===== config.mk =====
export PLATFORM = sky130hd
export DESIGN_NAME = pse_front_flat
export DESIGN_NICKNAME = d
export VERILOG_FILES = /design/src/sv/pse_pkg.sv /design/src/sv/pse_if.sv /design/src/sv/pse_front.sv /design/src/flat_wrapper.sv
export SDC_FILE = /design/constraint.sdc
export NUM_CORES = 1
export LEC_CHECK = 0
export BUFFER_PORTS_ARGS = -buffer_cell sky130_fd_sc_hd__buf_2
export CAP_MARGIN = 20
export CORE_ASPECT_RATIO = 1.5
export CORE_MARGIN = 3
export CORE_UTILIZATION = 35
export CTS_CLUSTER_DIAMETER = 100
export DETAILED_ROUTE_END_ITERATION = 10
export GPL_ROUTABILITY_DRIVEN = 0
export SLEW_MARGIN = 20
export SYNTH_ARGS = -nofsm -noshare
export SYNTH_HDL_FRONTEND = slang
export SYNTH_SLANG_ARGS = --single-unit
export TNS_END_PERCENT = 5

===== constraint.sdc =====
create_clock -name clock -period 29.5 [get_ports clock]
set_input_delay 5.9 -clock clock [delete_from_list [all_inputs] [get_ports clock]]
set_output_delay 5.9 -clock clock [all_outputs]
set_load 0.005 [all_outputs]

===== src/sv/pse_pkg.sv =====
package pse_pkg;

   localparam int FracBits = 16;
   localparam int NormBits = 16;
   localparam int CoordW = 32;
   localparam int HwW = 31;
   localparam int MagW = 33;
   localparam int SqW = 2 * NormBits + 1;
   localparam int RootW = NormBits + 1;
   localparam int QuotW = HwW + 1;
   localparam int DivNumW = HwW + NormBits;
   localparam logic [HwW-1:0] HwReset = HwW'(1) << (FracBits - 1);
   localparam int VertCount = 4;

   typedef logic signed [CoordW-1:0] coord_type;

   // One segment job handed from the front end to the back end.
   typedef struct packed {
      coord_type px;
      coord_type py;
      logic [31:0] pattr;
      coord_type cx;
      coord_type cy;
      logic [31:0] cattr;
   } seg_type;

   typedef enum logic [2:0] {
      BK_IDLE,
      BK_ROOT,
      BK_DIVX,
      BK_DIVY,
      BK_EMIT
   } bk_state_type;

endpackage


===== src/sv/pse_if.sv =====
interface pse_point_if;
   import pse_pkg::*;
   logic valid;
   logic ready;
   coord_type x;
   coord_type y;
   logic [31:0] attr;
   logic first;
   modport source (output valid, x, y, attr, first, input ready);
   modport sink (input valid, x, y, attr, first, output ready);
endinterface



===== src/sv/pse_front.sv =====
module pse_front (
   input logic clock,
   input logic reset,
   pse_point_if.sink req,
   output logic seg_valid,
   input logic seg_ready,
   output pse_pkg::seg_type seg
);
   import pse_pkg::*;

   coord_type prev_x_ff, prev_y_ff;
   logic [31:0] prev_attr_ff;
   logic have_prev_ff;
   logic full_ff;
   seg_type seg_ff;
   logic take, emit;

   // One-entry handoff: a point is taken whenever the held segment can leave.
   assign emit = req.valid && !req.first && have_prev_ff;
   assign req.ready = !full_ff || seg_ready;
   assign take = req.valid && req.ready;
   assign seg_valid = full_ff;
   assign seg = seg_ff;

   always_ff @(posedge clock) begin
      if (reset) begin
         have_prev_ff <= 1'b0;
         prev_x_ff <= '0;
         prev_y_ff <= '0;
         prev_attr_ff <= '0;
         full_ff <= 1'b0;
      end else begin
         if (seg_ready) full_ff <= 1'b0;
         if (take) begin
            prev_x_ff <= req.x;
            prev_y_ff <= req.y;
            prev_attr_ff <= req.attr;
            have_prev_ff <= 1'b1;
            if (emit) full_ff <= 1'b1;
         end
      end
   end

   always_ff @(posedge clock) begin
      if (take && emit) begin
         seg_ff <= '{px: prev_x_ff, py: prev_y_ff, pattr: prev_attr_ff,
                     cx: req.x, cy: req.y, cattr: req.attr};
      end
   end
endmodule


===== src/flat_wrapper.sv =====
// flat-port wrapper written by rule: the top's interface ports become plain ports
module pse_front_flat import pse_pkg::*;
  (clock, reset, seg_valid, seg_ready, seg, req_valid, req_x, req_y, req_attr, req_first, req_ready);
  pse_point_if req_i ();
  input logic clock;
  input logic reset;
  output logic seg_valid;
  input logic seg_ready;
  output pse_pkg::seg_type seg;
  input wire logic [$bits(req_i.valid)-1:0] req_valid;
  input wire logic [$bits(req_i.x)-1:0] req_x;
  input wire logic [$bits(req_i.y)-1:0] req_y;
  input wire logic [$bits(req_i.attr)-1:0] req_attr;
  input wire logic [$bits(req_i.first)-1:0] req_first;
  output wire logic [$bits(req_i.ready)-1:0] req_ready;
  assign req_i.valid = req_valid;
  assign req_i.x = req_x;
  assign req_i.y = req_y;
  assign req_i.attr = req_attr;
  assign req_i.first = req_first;
  assign req_ready = req_i.ready;
  pse_front u_core (.clock(clock), .reset(reset), .req(req_i), .seg_valid(seg_valid), .seg_ready(seg_ready), .seg(seg));
endmodule

==> results of run 1 <==
## sequential cells by signal, indices dropped and copies added (netlist names)
name                 count
u_core.seg             192
u_core.prev_attr_ff     32
u_core.prev_x_ff        32
u_core.prev_y_ff        32
u_core.have_prev_ff      1
u_core.seg_valid         1
## routing by layer
metal  vias to the layer above  wire length (um)  GRT usage [%]
met3                        59              1557          3.636
met4                         6              1003          6.654
met1                      3078              9011          16.01
li1                       2963                 -              -
met5                         -                42              0
met2                       242             12340          26.10
## where the power goes
group	switching (mW)	internal, mW	leakage (nW)
logic	0.0266	0.0191	1.70
registers	0.00537	0.450	2.53
clock network	0.150	0.232	0.483
total	0.182	0.701	4.71
## cell type report
class                   instances  area share, %
clock buffers                  34          5.779
flip-flops and latches        290          59.98
clock inverters                18          1.942
repair buffers                302          12.02
well taps                     385          3.739
multi-input cells             295          16.53
## cell families (layout without fill, tap and decap cells)
kind of cell	count (synthesis)	after routing	synth area share, %
flip-flops	290	290	76.06
buffers and inverters	53	354	3.054
AND/OR/NAND/NOR	197	197	14.58
AO/OA/AOI/OAI	98	98	6.305
## cells in the mapped netlist (all sizes together)
cell type	count
o21ai	96
edfxtp	192
nand4b	96
nand3b	1
nand2b	97
dfxtp	98
nor2b	1
clkbuf	25
and2	1
nor2	1
buf	28
a21oi	2
## worst paths after layout
| path | slack, ns | end | from |
|---|---|---|---|
| hold / removal | 0.42 | u_core.seg[128] | u_core.prev_y_ff[0] |
| hold reg to reg | 0.42 | u_core.seg[128] | u_core.prev_y_ff[0] |
| setup reg to reg | 26.44 | u_core.seg[30] | u_core.seg_valid |
| setup / recovery | 16.91 | req_ready | seg_ready |
## critical path, cell delays in order
cell	delay (ns)
buf_2	0.08
nand2b_4	0.49
buf_2	0.22
==> results.json, run 1 <==
{
  "hpwl_mm": 15.10,
  "p_per_area_nw_per_um2": 68.57,
  "cts.clk_slew.worst_paths_ns": 0.06,
  "syn_inst": 638,
  "setup-violations-final": 0,
  "io_pins": 295,
  "crit_type": "input port to output port",
  "fin_crit_ns": 12.59,
  "ir_drop_v": 0.00007082,
  "cp_max_fo": 48,
  "final_design_area_no_fill_sq_um": 12880,
  "synth_warnings": 0,
  "drv_slew": 0,
  "reg2regPathDepth": 4,
  "place_ws_ns": 16.88,
  "clockBufferDepth": 3,
  "core_area_sq_um": 28250,
  "syn_area_sq_um": 10160,
  "htreeDepth": 1,
  "crit_required_ns": 23.60,
  "wirelength_mm": 23.95,
  "dieArea_sq_um": 31150,
  "overflow": 0,
  "seqCellArea_sq_um": 7727,
  "cts_tree": "built",
  "dp.cells": 1271,
  "antenna_found_initial": 3,
  "slew-limit-headroom_pct": 47.23,
  "first_global_vias": 6432,
  "synth_nets": 739,
  "num_vias": 6348,
  "crit_path_start_kind": "input port",
  "period_share_pct": 42.69,
  "grt_pass1_wl_mm": 36.38,
  "p_leak_nw": 4.715,
  "cts_buffers": 28,
  "first_iter_violations": 358,
  "p_total_uw": 883.3,
  "die_x_um": 145.1,
  "endpoint_kind": "output port",
  "fp.dieH_um": 214.7,
  "clockRootBuffer": "clkbuf_16",
  "ys_seq_area_share_pct": 76.06,
  "cts_sinks": 290,
  "finalClockSkew_ns": 0.02016,
  "worst_slack_ns": 16.91,
  "ys_types": 20,
  "status": "complete, no violations",
  "post_cts_buffers": 0,
  "netlist.area_leader.share_pct": 56.75,
  "area_growth_syn_to_layout_pct": 26.80,
  "nFillCells": 2568,
  "hold_buffers": 0,
  "syn-mean-instance-area_sq_um": 15.92,
  "cap_violations": 0,
  "grtUsageTotal_pct": 14.48,
  "place.port_buffers": 294,
  "hold_path.class": "flop to flop",
  "drt-pass1-iter-count": 4,
  "tns_ns": 0,
  "antennaDiodeCount": 0,
  "final_common_cell": "buf_2",
  "viasPerCell": 4.795,
  "max_clock_freq_mhz": 79.41,
  "ant_nets": 0,
  "nNetsFinal": 1018,
  "route.detailed.drc": 0,
  "ctsResizeCount": 0,
  "rsz0062_at_grt": "no",
  "grt_max_degree": 104,
  "final_cell_mix": "buf_2 (292), edfxtp_1 (192), dfxtp_1 (98), nand2b_1 (96), nand4b_1 (96)",
  "rows": 75,
  "hold_depth": 0,
  "post_dp_cell_area_sq_um": 11870,
  "synth.area.top_cells": "edfxtp_1 (57%), dfxtp_1 (19%), nand4b_1 (8.3%)",
  "crit_arrival_ns": 6.69,
  "clk_latency_ns": 0.54,
  "ys_seq_elements": 290,
  "finalHoldViolations": 0,
  "stdcell_count": 1324,
  "whs_ns": 0.4228,
  "yosys.area.top_type": "edfxtp_1",
  "multi_input_area_sq_um": 2130,
  "initial_core_util_pct": 35.97,
  "utilization_pct": 45.61,
  "drive_gt1_share_pct": 41.53,
  "routedWlPerCell_um": 18.09,
  "tightest_slew_ns": 0.7916
}
No activity file was read; power rests on OpenSTA's default activity.
==> inputs of run 2 (changes only) <==
Clock period 29.5 ns to 10.6 ns, I/O delays scaled along.
==> run 2 against run 1 <==
Critical path depth rose by 1. Die area did not move. First-iteration DRC count shrank 5.6%. Global-route usage fell by 0.092 points. Design area decreased by 1.0%. Utilization shrank 0.47 points. Via count fell by 0.83%. Clock power rose by 150%. Routed wire length decreased by 1.4%. Combinational power grew to 2.8 times the previous value. Sequential power grew to 2.8 times the previous value. Clock-buffer cell count increased by 5. Critical path type unchanged. Largest cell class unchanged. Largest power group unchanged. Highest routed layer unchanged.
==> results.json, run 2 (same netlist as run 1, synthesis figures left out) <==
{
  "status": "complete, no violations",
  "wirelength_mm": 23.61,
  "rows": 75,
  "multi_input_area_sq_um": 2130,
  "place.port_buffers": 294,
  "period_share_pct": 53.78,
  "crit_type": "input port to output port",
  "whs_ns": 0.4230,
  "htreeDepth": 1,
  "setup-violations-final": 0,
  "crit_required_ns": 8.48,
  "tns_ns": 0,
  "initial_core_util_pct": 35.97,
  "hold_path.class": "flop to flop",
  "cp_max_fo": 51,
  "num_vias": 6295,
  "p_leak_nw": 4.654,
  "drv_slew": 0,
  "core_area_sq_um": 28250,
  "first_global_vias": 6230,
  "stdcell_count": 1322,
  "hpwl_mm": 14.81,
  "cts.clk_slew.worst_paths_ns": 0.06,
  "cap_violations": 0,
  "finalHoldViolations": 0,
  "clk_latency_ns": 0.53,
  "utilization_pct": 45.14,
  "io_pins": 295,
  "cp_slowest_cell": "buf_4",
  "max_clock_freq_mhz": 175.4,
  "cts_sinks": 290,
  "slew-limit-headroom_pct": 32.20,
  "overflow": 0,
  "die_x_um": 145.1,
  "finalClockSkew_ns": 0.01061,
  "post_cts_buffers": 0,
  "dp.cells": 1271,
  "viasPerCell": 4.762,
  "nFillCells": 2594,
  "route.detailed.drc": 0,
  "endpoint_kind": "output port",
  "nNetsFinal": 1016,
  "cts_buffers": 27,
  "tightest_slew_ns": 1.017,
  "crit_arrival_ns": 3.58,
  "crit_path_start_kind": "input port",
  "crit_top_cell": "buf_2",
  "grt_pass1_wl_mm": 35.93,
  "area_growth_syn_to_layout_pct": 25.51,
  "routedWlPerCell_um": 17.86,
  "ctsResizeCount": 0,
  "largest_register_ffs": 192,
  "critical_path.max_stage_delay_ns": 0.58,
  "final_design_area_no_fill_sq_um": 12750,
  "seqCellArea_sq_um": 7727,
  "fin_crit_ns": 5.701,
  "dieArea_sq_um": 31150,
  "grtUsageTotal_pct": 14.38,
  "fp.dieH_um": 214.7,
  "antenna_found_initial": 6,
  "ir_drop_v": 0.0001130,
  "crit_chain": "buf_2 -> nand2b_4 -> buf_4 -> buf_2",
  "post_dp_cell_area_sq_um": 11870,
  "final_common_cell": "buf_2",
  "drive_gt1_share_pct": 41.07,
  "ant_nets": 0,
  "grt_max_degree": 147,
  "final_cell_mix": "buf_2 (292), edfxtp_1 (192), dfxtp_1 (98), nand2b_1 (96), nand4b_1 (96)",
  "clockBufferDepth": 3,
  "p_per_area_nw_per_um2": 184.0,
  "cts_tree": "built",
  "first_iter_violations": 338,
  "rsz0062_at_grt": "no",
  "hold_buffers": 0,
  "drt-pass1-iter-count": 4,
  "clockRootBuffer": "clkbuf_16"
}
-- run 2: routing by layer --
layer | GRT usage (%) | wire length (um) | up-vias
met4 | 6.432 | 891 | 8
met2 | 25.60 | 12280 | 210
li1 | - | - | 2948
met5 | 0 | 49 | -
met3 | 4.376 | 1699 | 50
met1 | 15.78 | 8693 | 3079
-- run 2: layout make-up --
| class | count | share of cell area, % |
|---|---|---|
| antenna | 2 | 0.03925 |
| clock buffer | 39 | 6.045 |
| clock inverter | 10 | 0.7850 |
| multi-input combinational | 295 | 16.70 |
| sequential | 290 | 60.60 |
| tap | 385 | 3.778 |
| timing repair buffer | 301 | 12.05 |
-- run 2: final timing paths --
check / to / depth (start not counted) / slack (ns) / startpoint
min: u_core.seg[144] / 0 / 0.42 / u_core.prev_y_ff[16]
min reg2reg: u_core.seg[144] / 0 / 0.42 / u_core.prev_y_ff[16]
max reg2reg: u_core.seg[77] / 5 / 7.06 / u_core.seg_valid
max: req_ready / 4 / 4.90 / seg_ready
-- run 2: stage by stage --
step / power (mW) / worst slack (ns)
after floorplan: 1.362 / 2.545
after global placement: 1.417 / 4.869
after detailed placement: 1.420 / 4.881
after CTS: 2.383 / 4.883
after global routing: 2.437 / 4.800
final: 2.346 / 4.899
-- run 2: where the power goes --
group	leakage [nW]	internal [mW]	switching (mW)	total [mW]
clock network	0.428	0.552	0.402	0.954
logic	1.69	0.0530	0.0728	0.126
registers	2.53	1.25	0.0148	1.27
-- run 2: worst max-delay path, delay by kind of cell --
kind	cells	cell delay (ns)
buf+inv	3	0.89
simple gates	1	0.48
==> inputs of run 3 (changes only) <==
Settings changed: ABC_AREA set to 1.
Clock period 10.6 ns to 5.75 ns, I/O delays scaled along.
==> run 3 against run 2 <==
Total power rose by 85%. Global-route usage fell by 0.53 points. Die area barely moved. Worst hold slack improved by 0.0062 ns. Combinational power rose by 82%. Sequential power rose by 83%. First-iteration DRC count rose by 14%. Synthesized cell count rose by 30%.
==> results.json, run 3 <==
{
  "p_seq_share_pct": 53.7,
  "endpoint_kind": "output port",
  "period_share_pct": 54.73,
  "slew-limit-headroom_pct": 34.57,
  "clockRootBuffer": "clkbuf_16",
  "multi_input_area_sq_um": 1734,
  "viasPerCell": 4.418,
  "synth_compound_area_share_pct": 4.823,
  "crit_type": "input port to output port",
  "yosys.area.top_type": "edfxtp_1",
  "num_vias": 6685,
  "cts.clk_slew.worst_paths_ns": 0.06,
  "synth_edf_count": 192,
  "grtUsageTotal_pct": 13.85,
  "routedWlPerCell_um": 14.85,
  "ys_seq_area_share_pct": 75.99,
  "use_met2_pct": 24.87,
  "p_total_mw": 4.336,
  "fp.dieH_um": 214.8,
  "rsz0062_at_grt": "no",
  "grt_most_used_layer": "met2",
  "finalHoldViolations": 0,
  "synth_top_family_by_area": "simple AND/OR/NAND/NOR gates",
  "cap_violations": 0,
  "cts_tree": "built",
  "rows": 75,
  "synth.area.top_cells": "edfxtp_1 (57%), dfxtp_1 (19%), a21oi_1 (4.8%)",
  "hold_buffers": 0,
  "tightest_slew_ns": 0.9814,
  "sw_frac_of_total_pct": 20.90,
  "overflow": 0,
  "clockPowerShare_pct": 41.0,
  "p_per_area_nw_per_um2": 340.5,
  "nNetsFinal": 1209,
  "p_comb_share_pct": 5.3,
  "first_global_vias": 6584,
  "intPower_mw": 3.430,
  "ctsResizeCount": 0,
  "grt_max_degree": 163,
  "synthMuxAreaShare_pct": 0,
  "dieArea_sq_um": 31180,
  "final_common_cell": "buf_2",
  "critPathTopFamily": "buffers and inverters",
  "place.port_buffers": 294,
  "fin_crit_ns": 3.147,
  "clockBufferDepth": 3,
  "seqCellArea_sq_um": 7727,
  "switchingPower_uw": 906.1,
  "ys.flop_type": "edfxtp_1",
  "drt-pass1-iter-count": 4,
  "hold_path.class": "flop to flop",
  "drive_gt1_share_pct": 30.50,
  "post_cts_buffers": 0,
  "final_cell_mix": "buf_2 (293), edfxtp_1 (192), a21oi_1 (98), dfxtp_1 (98)",
  "critical_path.max_stage_delay_ns": 0.33,
  "antennaDiodeCount": 0,
  "synthTopCellsByCount": "edfxtp_1 (192), a21oi_1 (98), dfxtp_1 (98)",
  "synth_xor_area_share_pct": 0,
  "syn_inst": 832,
  "ant_nets": 0,
  "hpwl_mm": 14.38,
  "async_flop_share_pct": 0,
  "p_leak_nw": 5.547,
  "ys_seq_elements": 290,
  "cp_max_fo": 100,
  "first_iter_violations": 386,
  "core_area_sq_um": 28340,
  "die_x_um": 145.2,
  "synth_warnings": 0,
  "use_met1_pct": 15.92,
  "path_buf_inv": 3,
  "tns_ns": 0,
  "crit_chain": "buf_2 -> inv_2 -> nand2_8 -> buf_2",
  "synthAdderAreaFrac_pct": 0,
  "cts_sinks": 290,
  "area_growth_syn_to_layout_pct": 25.24,
  "cts_buffers": 27,
  "grtUsageMet3_pct": 3.076,
  "netlist.area_leader.share_pct": 56.70,
  "setup-violations-final": 0,
  "crit_arrival_ns": 2.00,
  "io_pins": 295,
  "synth_most_common_cell": "edfxtp_1",
  "ir_drop_v": 0.0002391,
  "status": "complete, no violations",
  "htreeDepth": 1,
  "finalClockSkew_ns": 0.005411,
  "max_clock_freq_mhz": 317.8,
  "antenna_found_initial": 0,
  "crit_required_ns": 4.60,
  "grt_pass1_wl_mm": 35.37,
  "crit_top_cell": "buf_2",
  "clk_latency_ns": 0.53,
  "synthSimpleGateAreaFrac_pct": 12.07,
  "ys_types": 14,
  "worst_slack_ns": 2.603,
  "route.detailed.drc": 0,
  "place_ws_ns": 2.454,
  "syn_area_sq_um": 10170,
  "syn-mean-instance-area_sq_um": 12.22,
  "initial_core_util_pct": 35.88,
  "largest_register_ffs": 192,
  "cp_slowest_cell": "nand2_8",
  "drv_slew": 0,
  "wirelength_mm": 22.47,
  "nFillCells": 2779,
  "crit_path_start_kind": "input port",
  "synth_nets": 933
}
==> run 3: changes by cell type after synthesis, moves of 17 or more <==
| cell | delta |
|---|---|
| a21oi_1 | +96 |
| clkbuf_1 | -17 |
| inv_1 | +97 |
| nand2_1 | +97 |
| nand2b_1 | -96 |
| nand3_1 | +96 |
| nand4b_1 | -96 |
| nor2_1 | +96 |
| o21ai_0 | -51 |
| o21ai_2 | -40 |
==> run 3: path summary, 6_finish.rpt <==
path,start,end,slack [ns],depth (start not counted)
hold reg to reg,u_core.prev_attr_ff[25],u_core.seg[121],0.43,0
hold / removal,u_core.prev_attr_ff[25],u_core.seg[121],0.43,0
setup reg to reg,u_core.seg_valid,u_core.seg[76],3.30,4
setup / recovery,seg_ready,req_ready,2.60,4
==> run 3: per-layer routing <==
metal  part of all wire (%)  wire, um
met2                     51     11460
met4                    3.8       862
met3                    6.4      1428
met5                      0         0
met1                     39      8726
==> run 3: cell families (layout without fill, tap and decap cells) <==
group	count (synthesis)	in the layout
compound gates	98	98
simple gates	292	292
buf+inv	152	448
flops	290	290
==> run 3: per-stage QoR <==
stage               hold WS [ns]  util (%)  area, sq um  cells
floorplan                 0.4090         -        10180    832
global placement          0.4125     41.82        11850   1464
detailed placement        0.4141     41.82        11850   1464
CTS                       0.4289     44.94        12730   1513
global route              0.4362     44.94        12730   1513
finish                    0.4293     44.94        12730   1513
==> run 3: worst reg2reg max path, delay by kind of cell (launching register included) <==
family	cells	cell delay (ns)
simple gates	3	0.89
flops	1	0.36
buf+inv	1	0.58
==> run 3: area by class of cell <==
cell class / instances / area share, %
well taps: 385 / 3.783
flip-flops and latches: 290 / 60.68
repair buffers: 300 / 12.06
multi-input cells: 390 / 13.62
inverters: 99 / 2.928
clock inverters: 13 / 1.130
clock buffers: 36 / 5.807
==> run 3: power by group through the flow <==
| stage | registers, mW | logic [mW] | clock network [mW] |
|---|---|---|---|
| finish | 2.33 | 0.229 | 1.78 |
| global route | 2.33 | 0.264 | 1.91 |
| CTS | 2.33 | 0.234 | 1.83 |
| detailed placement | 2.37 | 0.234 | 0 |
| global placement | 2.37 | 0.229 | 0 |
| floorplan | 2.37 | 0.142 | 0 |
